==> src/sv/olads_pkg.sv <==
`default_nettype none

package olads_pkg;

  // Default list depth
  localparam int CAPACITY_DEF = 16;

  // Cells examined per scan cycle (power of two)
  localparam int SCAN_GROUP = 8;
  localparam int SCAN_LOG   = 3;

  // Operation codes
  localparam logic [1:0] FUNC_APPEND = 2'd0;
  localparam logic [1:0] FUNC_SEARCH = 2'd1;
  localparam logic [1:0] FUNC_DELETE = 2'd2;

  // Result status codes
  localparam logic [1:0] STAT_DONE      = 2'd0;
  localparam logic [1:0] STAT_NOT_FOUND = 2'd1;
  localparam logic [1:0] STAT_FULL      = 2'd2;

  // Controls broadcast to every cell
  typedef struct packed {
    logic cmp;    // latch compare against key
    logic app;    // cell at tail index takes key
    logic shift;  // cells at or after pos take neighbor's data
  } cell_ctl_t;

endpackage

`default_nettype wire

==> src/sv/olads_cell.sv <==
`default_nettype none

module olads_cell #(
  parameter int CAPACITY = olads_pkg::CAPACITY_DEF,
  parameter int IDX      = 0
) (
  input  wire logic                               clk,
  input  wire olads_pkg::cell_ctl_t               ctl,
  input  wire logic signed [31:0]                 key,
  input  wire logic [$clog2(CAPACITY+1)-1:0]      count,
  input  wire logic [$clog2(CAPACITY)-1:0]        pos,
  input  wire logic signed [31:0]                 nbr,
  output logic signed [31:0]                      data,
  output logic                                    hit
);

  localparam int CW = $clog2(CAPACITY + 1);
  localparam int PW = $clog2(CAPACITY);
  localparam logic [CW-1:0] IDX_C = CW'(IDX);
  localparam logic [PW-1:0] IDX_P = PW'(IDX);

  logic occupied;

  assign occupied = (IDX_C < count);

  always_ff @(posedge clk) begin
    if (ctl.app && (IDX_C == count)) begin
      data <= key;
    end else if (ctl.shift && (IDX_P >= pos)) begin
      data <= nbr;
    end
    if (ctl.cmp) begin
      hit <= occupied && (data == key);
    end
  end

endmodule

`default_nettype wire

==> src/sv/ordered_list_append_delete_search.sv <==
`default_nettype none

// Channel   Signals                              Handshake
// --------  -----------------------------------  ------------------------------
// request   func, value                          taken when start && !busy
// result    status, found, position, length      valid for one cycle with done
//
// Append and the unused code answer straight from idle: the result shows the cycle after
// the request and busy stays low, so those requests can go back to back.
// Search latches the compare in every cell, then scans eight cells a cycle
// until the first hit or the end of the held entries. Delete with a hit adds
// the S_SHIFT state for the shift. Synchronous rst empties the list but leaves
// cell contents; the receiver cannot stall, busy is the only hold.

module ordered_list_append_delete_search #(
  parameter int CAPACITY = olads_pkg::CAPACITY_DEF
) (
  input  wire logic               clk,
  input  wire logic               rst,
  input  wire logic               start,
  output logic                    busy,
  input  wire logic [1:0]         func,
  input  wire logic signed [31:0] value,
  output logic                    done,
  output logic [1:0]              status,
  output logic                    found,
  output logic [3:0]              position,
  output logic [4:0]              length
);

  localparam int CW  = $clog2(CAPACITY + 1);
  localparam int PW  = $clog2(CAPACITY);
  localparam int G   = olads_pkg::SCAN_GROUP;
  localparam int NG  = (CAPACITY + G - 1) / G;
  localparam int GW  = (NG > 1) ? $clog2(NG) : 1;
  localparam int NGP = 1 << GW;          // groups padded to a power of two
  localparam int HW  = NGP * G;

  typedef enum logic [1:0] {
    S_IDLE,
    S_SCAN,
    S_SHIFT
  } state_t;

  state_t                 state;
  logic [CW-1:0]          count;
  logic [GW-1:0]          grp;
  logic [PW-1:0]          pos;
  logic                   is_del;

  logic                   accept;
  olads_pkg::cell_ctl_t   ctl;
  logic signed [31:0]     cell_data [CAPACITY];
  logic [HW-1:0]          hits;
  logic [NGP-1:0][G-1:0]  hit_grp;
  logic [G-1:0]           grp_bits;
  logic                   grp_any;
  logic [olads_pkg::SCAN_LOG-1:0] lo;
  logic [PW-1:0]          pos_next;
  logic                   scan_end;
  logic                   full;

  assign busy   = (state != S_IDLE);
  assign accept = start && !busy;
  assign full   = (count >= CW'(CAPACITY));

  // Broadcast controls: compare and append happen at request accept
  always_comb begin
    ctl.cmp   = accept;
    ctl.app   = accept && (func == olads_pkg::FUNC_APPEND) && !full;
    ctl.shift = (state == S_SHIFT);
  end

  // Row of cells; each hands its entry toward the head on a delete shift
  for (genvar i = 0; i < CAPACITY; i++) begin : g_cell
    logic signed [31:0] nbr;
    if (i == CAPACITY - 1) begin : g_tail
      assign nbr = cell_data[i];
    end else begin : g_mid
      assign nbr = cell_data[i+1];
    end
    olads_cell #(
      .CAPACITY (CAPACITY),
      .IDX      (i)
    ) u_cell (
      .clk   (clk),
      .ctl   (ctl),
      .key   (value),
      .count (count),
      .pos   (pos),
      .nbr   (nbr),
      .data  (cell_data[i]),
      .hit   (hits[i])
    );
  end

  // Pad hit vector out to whole groups
  for (genvar j = CAPACITY; j < HW; j++) begin : g_pad
    assign hits[j] = 1'b0;
  end

  assign hit_grp  = hits;
  assign grp_bits = hit_grp[grp];
  assign grp_any  = |grp_bits;

  // First hit inside the current group
  always_comb begin
    lo = '0;
    for (int k = G - 1; k >= 0; k--) begin
      if (grp_bits[k]) begin
        lo = olads_pkg::SCAN_LOG'(k);
      end
    end
  end

  assign pos_next = PW'({grp, lo});
  // No held entry lies past this group
  assign scan_end = ((int'(grp) + 1) * G >= int'(count));

  always_ff @(posedge clk) begin
    if (rst) begin
      state <= S_IDLE;
      count <= '0;
      done  <= 1'b0;
    end else begin
      done <= 1'b0;
      unique case (state)
        S_IDLE: begin
          if (start) begin
            unique case (func)
              olads_pkg::FUNC_APPEND: begin
                done     <= 1'b1;
                found    <= 1'b0;
                position <= '0;
                if (full) begin
                  status <= olads_pkg::STAT_FULL;
                  length <= 5'(count);
                end else begin
                  status <= olads_pkg::STAT_DONE;
                  count  <= count + CW'(1);
                  length <= 5'(count + CW'(1));
                end
              end
              olads_pkg::FUNC_SEARCH, olads_pkg::FUNC_DELETE: begin
                is_del <= (func == olads_pkg::FUNC_DELETE);
                grp    <= '0;
                state  <= S_SCAN;
              end
              default: begin
                done     <= 1'b1;
                status   <= olads_pkg::STAT_DONE;
                found    <= 1'b0;
                position <= '0;
                length   <= 5'(count);
              end
            endcase
          end
        end
        S_SCAN: begin
          if (grp_any) begin
            pos <= pos_next;
            if (is_del) begin
              state <= S_SHIFT;
            end else begin
              done     <= 1'b1;
              status   <= olads_pkg::STAT_DONE;
              found    <= 1'b1;
              position <= 4'(pos_next);
              length   <= 5'(count);
              state    <= S_IDLE;
            end
          end else if (scan_end) begin
            done     <= 1'b1;
            status   <= olads_pkg::STAT_NOT_FOUND;
            found    <= 1'b0;
            position <= '0;
            length   <= 5'(count);
            state    <= S_IDLE;
          end else begin
            grp <= grp + GW'(1);
          end
        end
        S_SHIFT: begin
          // cells close the gap this cycle
          count    <= count - CW'(1);
          done     <= 1'b1;
          status   <= olads_pkg::STAT_DONE;
          found    <= 1'b1;
          position <= 4'(pos);
          length   <= 5'(count - CW'(1));
          state    <= S_IDLE;
        end
        default: begin
          state <= S_IDLE;
        end
      endcase
    end
  end

endmodule

`default_nettype wire
==> config.mk <==
export PLATFORM = sky130hd
export DESIGN_NAME = ordered_list_append_delete_search
export DESIGN_NICKNAME = d
export VERILOG_FILES = /design/src/sv/olads_pkg.sv /design/src/sv/olads_cell.sv /design/src/sv/ordered_list_append_delete_search.sv
export SDC_FILE = /design/constraint.sdc
export NUM_CORES = 1
export LEC_CHECK = 0
export CAP_MARGIN = 40
export CORE_AREA = 3 3 250 252
export DETAILED_ROUTE_END_ITERATION = 10
export DIE_AREA = 0 0 253 255
export DONT_BUFFER_PORTS = 1
export PLACE_DENSITY = 0.73
export SLEW_MARGIN = 15
export SYNTH_ARGS = -nofsm -noshare
export SYNTH_HDL_FRONTEND = slang
export SYNTH_SLANG_ARGS = --single-unit
==> constraint.sdc <==
create_clock -name clk -period 8.1 [get_ports clk]
set_input_delay 1.62 -clock clk [delete_from_list [all_inputs] [get_ports clk]]
set_output_delay 1.62 -clock clk [all_outputs]
set_load 0.02 [all_outputs]
# Word-level counts from Yosys, hierarchy flattened
# Cells that the tools add are included.
dict set report classes {
  add_sub_neg 4
  magnitude_cmp 34
  eq_ne 43
  mux 86
  bitwise 1
  reduce_logical 82
}
# op count
set op_table {}
lappend op_table {{32-bit 2-to-1 mux} 30}
lappend op_table {{32-bit == test} 16}
lappend op_table {{1-bit logical AND} 50}
lappend op_table {{4-bit by 5-bit == test with 1-bit output, first input constant} 8}
lappend op_table {{4-bit by 5-bit < comparator with 1-bit output, first input constant} 8}
lappend op_table {{2-bit nonzero test} 18}
lappend op_table {{5-bit 2-to-1 mux} 7}
lappend op_table {{4-bit greater-or-equal comparator, first input constant} 7}
lappend op_table {{3-bit 2-to-1 mux} 8}
lappend op_table {{3-bit by 5-bit == test with 1-bit output, first input constant} 4}
lappend op_table {{3-bit by 5-bit < comparator with 1-bit output, first input constant} 4}
lappend op_table {{2-bit 2-to-1 mux} 10}
lappend op_table {{4-bit 2-to-1 mux} 5}
lappend op_table {{5-bit one-hot mux with 2 select lines} 2}
lappend op_table {{3-bit by 4-bit greater-or-equal comparator with 1-bit output, first input constant} 4}
lappend op_table {{8-bit 2-to-1 mux} 2}
lappend op_table {{5-bit one-hot mux with 3 select lines} 1}
lappend op_table {{1-bit 2-to-1 mux} 14}
lappend op_table {{4-bit one-hot mux with 3 select lines} 1}
lappend op_table {{6-bit AND reduction} 2}
lappend op_table {{2-bit by 5-bit == test with 1-bit output, first input constant} 2}
lappend op_table {{1-bit by 5-bit < comparator with 1-bit output, first input constant} 2}
lappend op_table {{2-bit by 5-bit < comparator with 1-bit output, first input constant} 2}
lappend op_table {{2-bit != test, second input constant} 5}
lappend op_table {{other kinds (27)} 38}
dict set report totals {
  regBits 554
  inputBits 37
  word_cells 292
}

# Depth between registers and ports, before layout
dict set report depth {
  depth_word 13
  mapped_depth 8
}

# Cells and area by module
# Synthesis repeated with hierarchy kept, for this count alone.
dict set report unflattened {
  cells_unflattened 2060
  hier_area_um2 31557.8
}
# mod n_inst cells_per_inst area_each_um2
set by_module_without_submodules {}
lappend by_module_without_submodules {{olads_cell (g_cell[10].u_cell)} 1 119 1930.6}
lappend by_module_without_submodules {{olads_cell (g_cell[9].u_cell)} 1 117 1918.1}
lappend by_module_without_submodules {{olads_cell (g_cell[1].u_cell)} 1 117 1915.6}
lappend by_module_without_submodules {{olads_cell (g_cell[3].u_cell)} 1 117 1911.8}
lappend by_module_without_submodules {{olads_cell (g_cell[12].u_cell)} 1 119 1904.3}
lappend by_module_without_submodules {{olads_cell (g_cell[6].u_cell)} 1 119 1901.8}
lappend by_module_without_submodules {{olads_cell (g_cell[14].u_cell)} 1 117 1900.6}
lappend by_module_without_submodules {{olads_cell (g_cell[4].u_cell)} 1 119 1899.3}
lappend by_module_without_submodules {{olads_cell (g_cell[13].u_cell)} 1 118 1898.1}
lappend by_module_without_submodules {{olads_cell (g_cell[0].u_cell)} 1 117 1889.3}
lappend by_module_without_submodules {{olads_cell (g_cell[11].u_cell)} 1 118 1883.1}
lappend by_module_without_submodules {{olads_cell (g_cell[5].u_cell)} 1 118 1799.2}
lappend by_module_without_submodules {{olads_cell (g_cell[2].u_cell)} 1 116 1798.0}
lappend by_module_without_submodules {{olads_cell (g_cell[15].u_cell)} 1 116 1785.5}
lappend by_module_without_submodules {{3 more rows} -- -- --}

# Worst setup path before layout
# OpenSTA, ideal clock, no wires.
dict set report synth_path {
  kind {in2reg}
  startpoint {input port func[0]}
  endpoint {register g_cell[8].u_cell.data[0], enable pin}
  setup_time_ns 0.466
  arrival_ns 3.812
  t_required_ns 7.634
  path_slack_ns 3.823
  cell_stages 7
  n_path_buf 1
  path_cell_list {inv_1 > ha_1 > nand4b_4 > nor3_1 > nand2_2 > buf_6 > o21ai_0}
}
dict set report synth_between {
  elab_chain_cells 5
}
# element line
set synth_rtl {}
lappend synth_rtl {{start, declared} ordered_list_append_delete_search.sv:22} ;# input wire logic [1:0] func,
lappend synth_rtl {{2-bit zero test} ordered_list_append_delete_search.sv:70} ;# ctl.app = accept && (func == olads_pkg::FUNC_APPEND) && !full;
lappend synth_rtl {{1-bit logical AND (2 in a row)} ordered_list_append_delete_search.sv:70}
lappend synth_rtl {{1-bit logical AND} olads_cell.sv:27} ;# if (ctl.app && (IDX_C == count)) begin
lappend synth_rtl {{2-bit nonzero test (no source line)} --}
lappend synth_rtl {{end signal, assigned} olads_cell.sv:28} ;# data <= key;
lappend synth_rtl {{end signal, assigned} olads_cell.sv:30} ;# data <= nbr;
lappend synth_rtl {{end, declared} olads_cell.sv:13} ;# output logic signed [31:0] data,
# Every way passes these cells.
# A chain may end at the register's enable or synchronous reset.

# Final worst setup path
dict set report layout_path {
  startpoint {input port func[0]}
  endpoint {register g_cell[3].u_cell.data[14], enable pin}
}
dict set report layout_between {
  elab_chain_cells 5
}
# element line
set layout_rtl {}
lappend layout_rtl {{2-bit zero test} ordered_list_append_delete_search.sv:70}
lappend layout_rtl {{1-bit logical AND (2 in a row)} ordered_list_append_delete_search.sv:70}
lappend layout_rtl {{1-bit logical AND} olads_cell.sv:27}
lappend layout_rtl {{2-bit nonzero test (no source line)} --}
lappend layout_rtl {{end signal, assigned} olads_cell.sv:28}
lappend layout_rtl {{end signal, assigned} olads_cell.sv:30}
lappend layout_rtl {{end, declared} olads_cell.sv:13}
# Every way passes these cells.

==> flow_summary.json <==
{
  "status": "finished clean",
  "cts_resized": 0,
  "yosysSeqAreaShare": 0.5516,
  "finalMaxSlewViolations": 0,
  "fmax_mhz": 259.8,
  "worst_pin_slew_ns": 0.9257,
  "worstPathRequired_ns": 8.42,
  "arrival_ns": 4.17,
  "boundaryPins": 51,
  "wirelength_um": 77180,
  "core_area_um2": 60360,
  "cap_viol_max_count": 0,
  "first_global_vias": 17760,
  "place_congestion": 0.9122,
  "p_per_area_nw_per_um2": 194.4,
  "timing.final.ws_setup_ns": 4.251,
  "routedWlPerCell_um": 26.69,
  "p_seq_frac": 0.504,
  "setup_viol": 0,
  "globalRouteOverflowTotal": 0,
  "ant_nets": 0,
  "cts-htree-levels": 2,
  "clkTransAtPathRegs_ns": 0.07,
  "period_share": 0.4752,
  "clk_path_buf_depth": 3,
  "synth_nets": 2206,
  "cts_tree": "yes",
  "synthesis.area_um2": 30020,
  "design.die.area_um2": 64520,
  "layout.nets": 2112,
  "critPathLaunchType": "primary input",
  "period_minus_slack_ns": 3.849,
  "critical_path.max_fanout": 33,
  "cpPeakStageDelay_ns": 0.75,
  "post-place-ws_ns": 3.616,
  "start_util": 0.4973,
  "cts_sinks": 554,
  "share_comb_of_total_power": 0.039,
  "syn2layout_area_growth_pct": 8.391,
  "grt_pass1_wl_um": 114800,
  "diodes": 0,
  "via_count": 17370,
  "p_leak_nw": 10.98,
  "endpoint_kind": "flip-flop",
  "crit_chain": "inv_1 -> ha_1 -> nand4b_4 -> nor3_4 -> nand3_2 -> nand2_1 -> buf_16",
  "ys.flop_type": "edfxtp_1",
  "synth_warnings": 0,
  "syn_inst": 2156,
  "switching_power_w": 0.001321,
  "ys_top_cells_by_area": "edfxtp_1, mux2_2, xor2_1",
  "synth_cell_types": 67,
  "min_path_type": "reg -> reg",
  "synth_top_area_share": 0.5462,
  "track_usage": 0.2377,
  "viasPerCell": 6.007,
  "path_delay_family": "simple AND/OR/NAND/NOR gates",
  "cp_slowest_cell": "nand2_1",
  "ys_seq_elements": 554,
  "hold_viol": 0,
  "antenna_found_initial": 3,
  "port_buffers": 0,
  "p_clk_frac": 0.456,
  "rows": 90,
  "root_buffer": "clkbuf_16",
  "intPower_w": 0.005002,
  "synth_edf_count": 546,
  "die_w_um": 253,
  "drcViolationCount": 0,
  "grt_max_degree": 34,
  "critical_path_buf_inv_count": 2,
  "switching_share": 0.2089,
  "rsz0062_at_grt": "false",
  "setup_tns_ns": 0,
  "synth_top_area_cell": "edfxtp_1",
  "cts_buffers": 59,
  "slew_headroom": 0.3815,
  "die-height_um": 255,
  "first_pass_iters": 6,
  "dp_hpwl_um": 50760,
  "vdd_ir_drop_max_v": 0.0001615,
  "avgSynthCellArea_um2": 13.92,
  "async_flop_share": 0,
  "cts_setup_buffers": 0,
  "crit_type": "in -> reg",
  "clk_latency_ns": 0.64,
  "cts_hold_buf": 0,
  "fin_skew_ns": 0.02619,
  "drt-initial-drc-count": 1912,
  "drive_gt1_frac": 0.2986
}
==> through the flow <==
stage	hold WS [ns]	util	total power [W]	std cells	cell area [µm²]
final	0.5542	0.5390	0.006323	2892	32540
after global routing	0.5953	0.5390	0.006485	2892	32540
after CTS	0.5580	0.5386	0.006357	2890	32510
after detailed placement	0.5452	0.5044	0.003494	2781	30450
after global placement	0.5344	0.5022	0.003487	2772	30310
after floorplan	0.5043	-	0.003511	2156	30020
==> path summary, 6_finish.rpt <==
path                                    end     start  cells after the start  slack (ns)
setup reg to reg  g_cell[3].u_cell.data[14]  state[1]                      7        4.79
setup / recovery  g_cell[3].u_cell.data[14]   func[0]                      7        4.25
hold reg to reg                    state[1]  state[1]                      2        0.55
hold / removal                     state[1]  state[1]                      2        0.55
==> cells in the final DEF (no fill, tap or decap), types with 5 or more instances in the layout <==
master / count
edfxtp_1: 546
mux2_2: 476
xor2_1: 454
nor4_1: 112
xnor2_1: 60
clkbuf_16: 59
nand2_1: 34
nand4_1: 29
buf_4: 25
nor3_1: 22
nor2_1: 21
nand3_1: 21
o21ai_0: 19
inv_1: 17
a21oi_1: 14
clkinv_2: 14
ha_1: 13
bufinv_16: 12
clkinv_1: 10
dfxtp_1: 8
nor2b_1: 7
a21o_1: 7
clkbuf_1: 7
mux2_1: 6
and2_1: 6
and3_1: 6
or3_1: 5
a31oi_1: 5
a2111oi_0: 5
buf_8: 5
==> power groups by stage <==
stage	sequential (W)	clock (W)	combinational, W
finish	0.00319	0.00288	0.000249
global placement	0.00325	0	0.000237
floorplan	0.00324	0	0.000272
global route	0.00319	0.00302	0.000271
detailed placement	0.00325	0	0.000244
CTS	0.00319	0.00292	0.000246
==> synthesized netlist by cell type (6+ instances only) <==
master      n
edfxtp_1  546
mux2_2    476
xor2_1    454
nor4_1    112
clkbuf_1   98
buf_2      67
xnor2_1    60
nand2_1    34
nand4_1    29
o21ai_0    24
nor2_1     22
nor3_1     22
nand3_1    21
inv_1      17
a21oi_1    14
ha_1       13
buf_6      12
dfxtp_1     8
a21o_1      7
buf_1       7
nor2b_1     7
and2_1      6
and3_1      6
mux2_1      6
==> metal layers <==
layer | vias to the layer above | global-route usage | share of wire
li1 | 7740 | - | -
met1 | 8830 | 0.3185 | 0.42
met2 | 648 | 0.3947 | 0.48
met3 | 154 | 0.04441 | 0.075
met4 | 0 | 0.07514 | 0.027
met5 | - | 0 | 0
==> kinds of logic after synthesis <==
kind of cell | share of synthesized area
DFF | 0.5516
xor gates and xnor gates | 0.1500
muxes | 0.1812
and+or+nand+nor | 0.05811
buffers and inverters | 0.03318
AOI/OAI and AO/OA | 0.02059
adders and majority gates | 0.005419
==> sequential cells by signal, summed over array words and instances (netlist names) <==
name	count
count	5
done	1
found	1
g_cell.u_cell.data	512
g_cell.u_cell.hit	16
grp	1
is_del	1
length	5
pos	4
position	4
state	2
status	2
==> tightest hold or removal path, delay by kind of cell (launching register included) <==
family / cells / cell delay (ns)
compound gates: 1 / 0.08
buf+inv: 1 / 0.10
flops: 1 / 0.33
==> cell type report <==
class / count / area (µm²)
flip-flops and latches: 554 / 16560
inverters: 17 / 63.81
multi-input cells: 1395 / 12530
clock inverters: 42 / 544.3
repair buffers: 35 / 345.3
well taps: 782 / 978.4
fillers: 4897 / 27820
clock buffers: 67 / 1516
No activity file was read; power rests on OpenSTA's default activity.
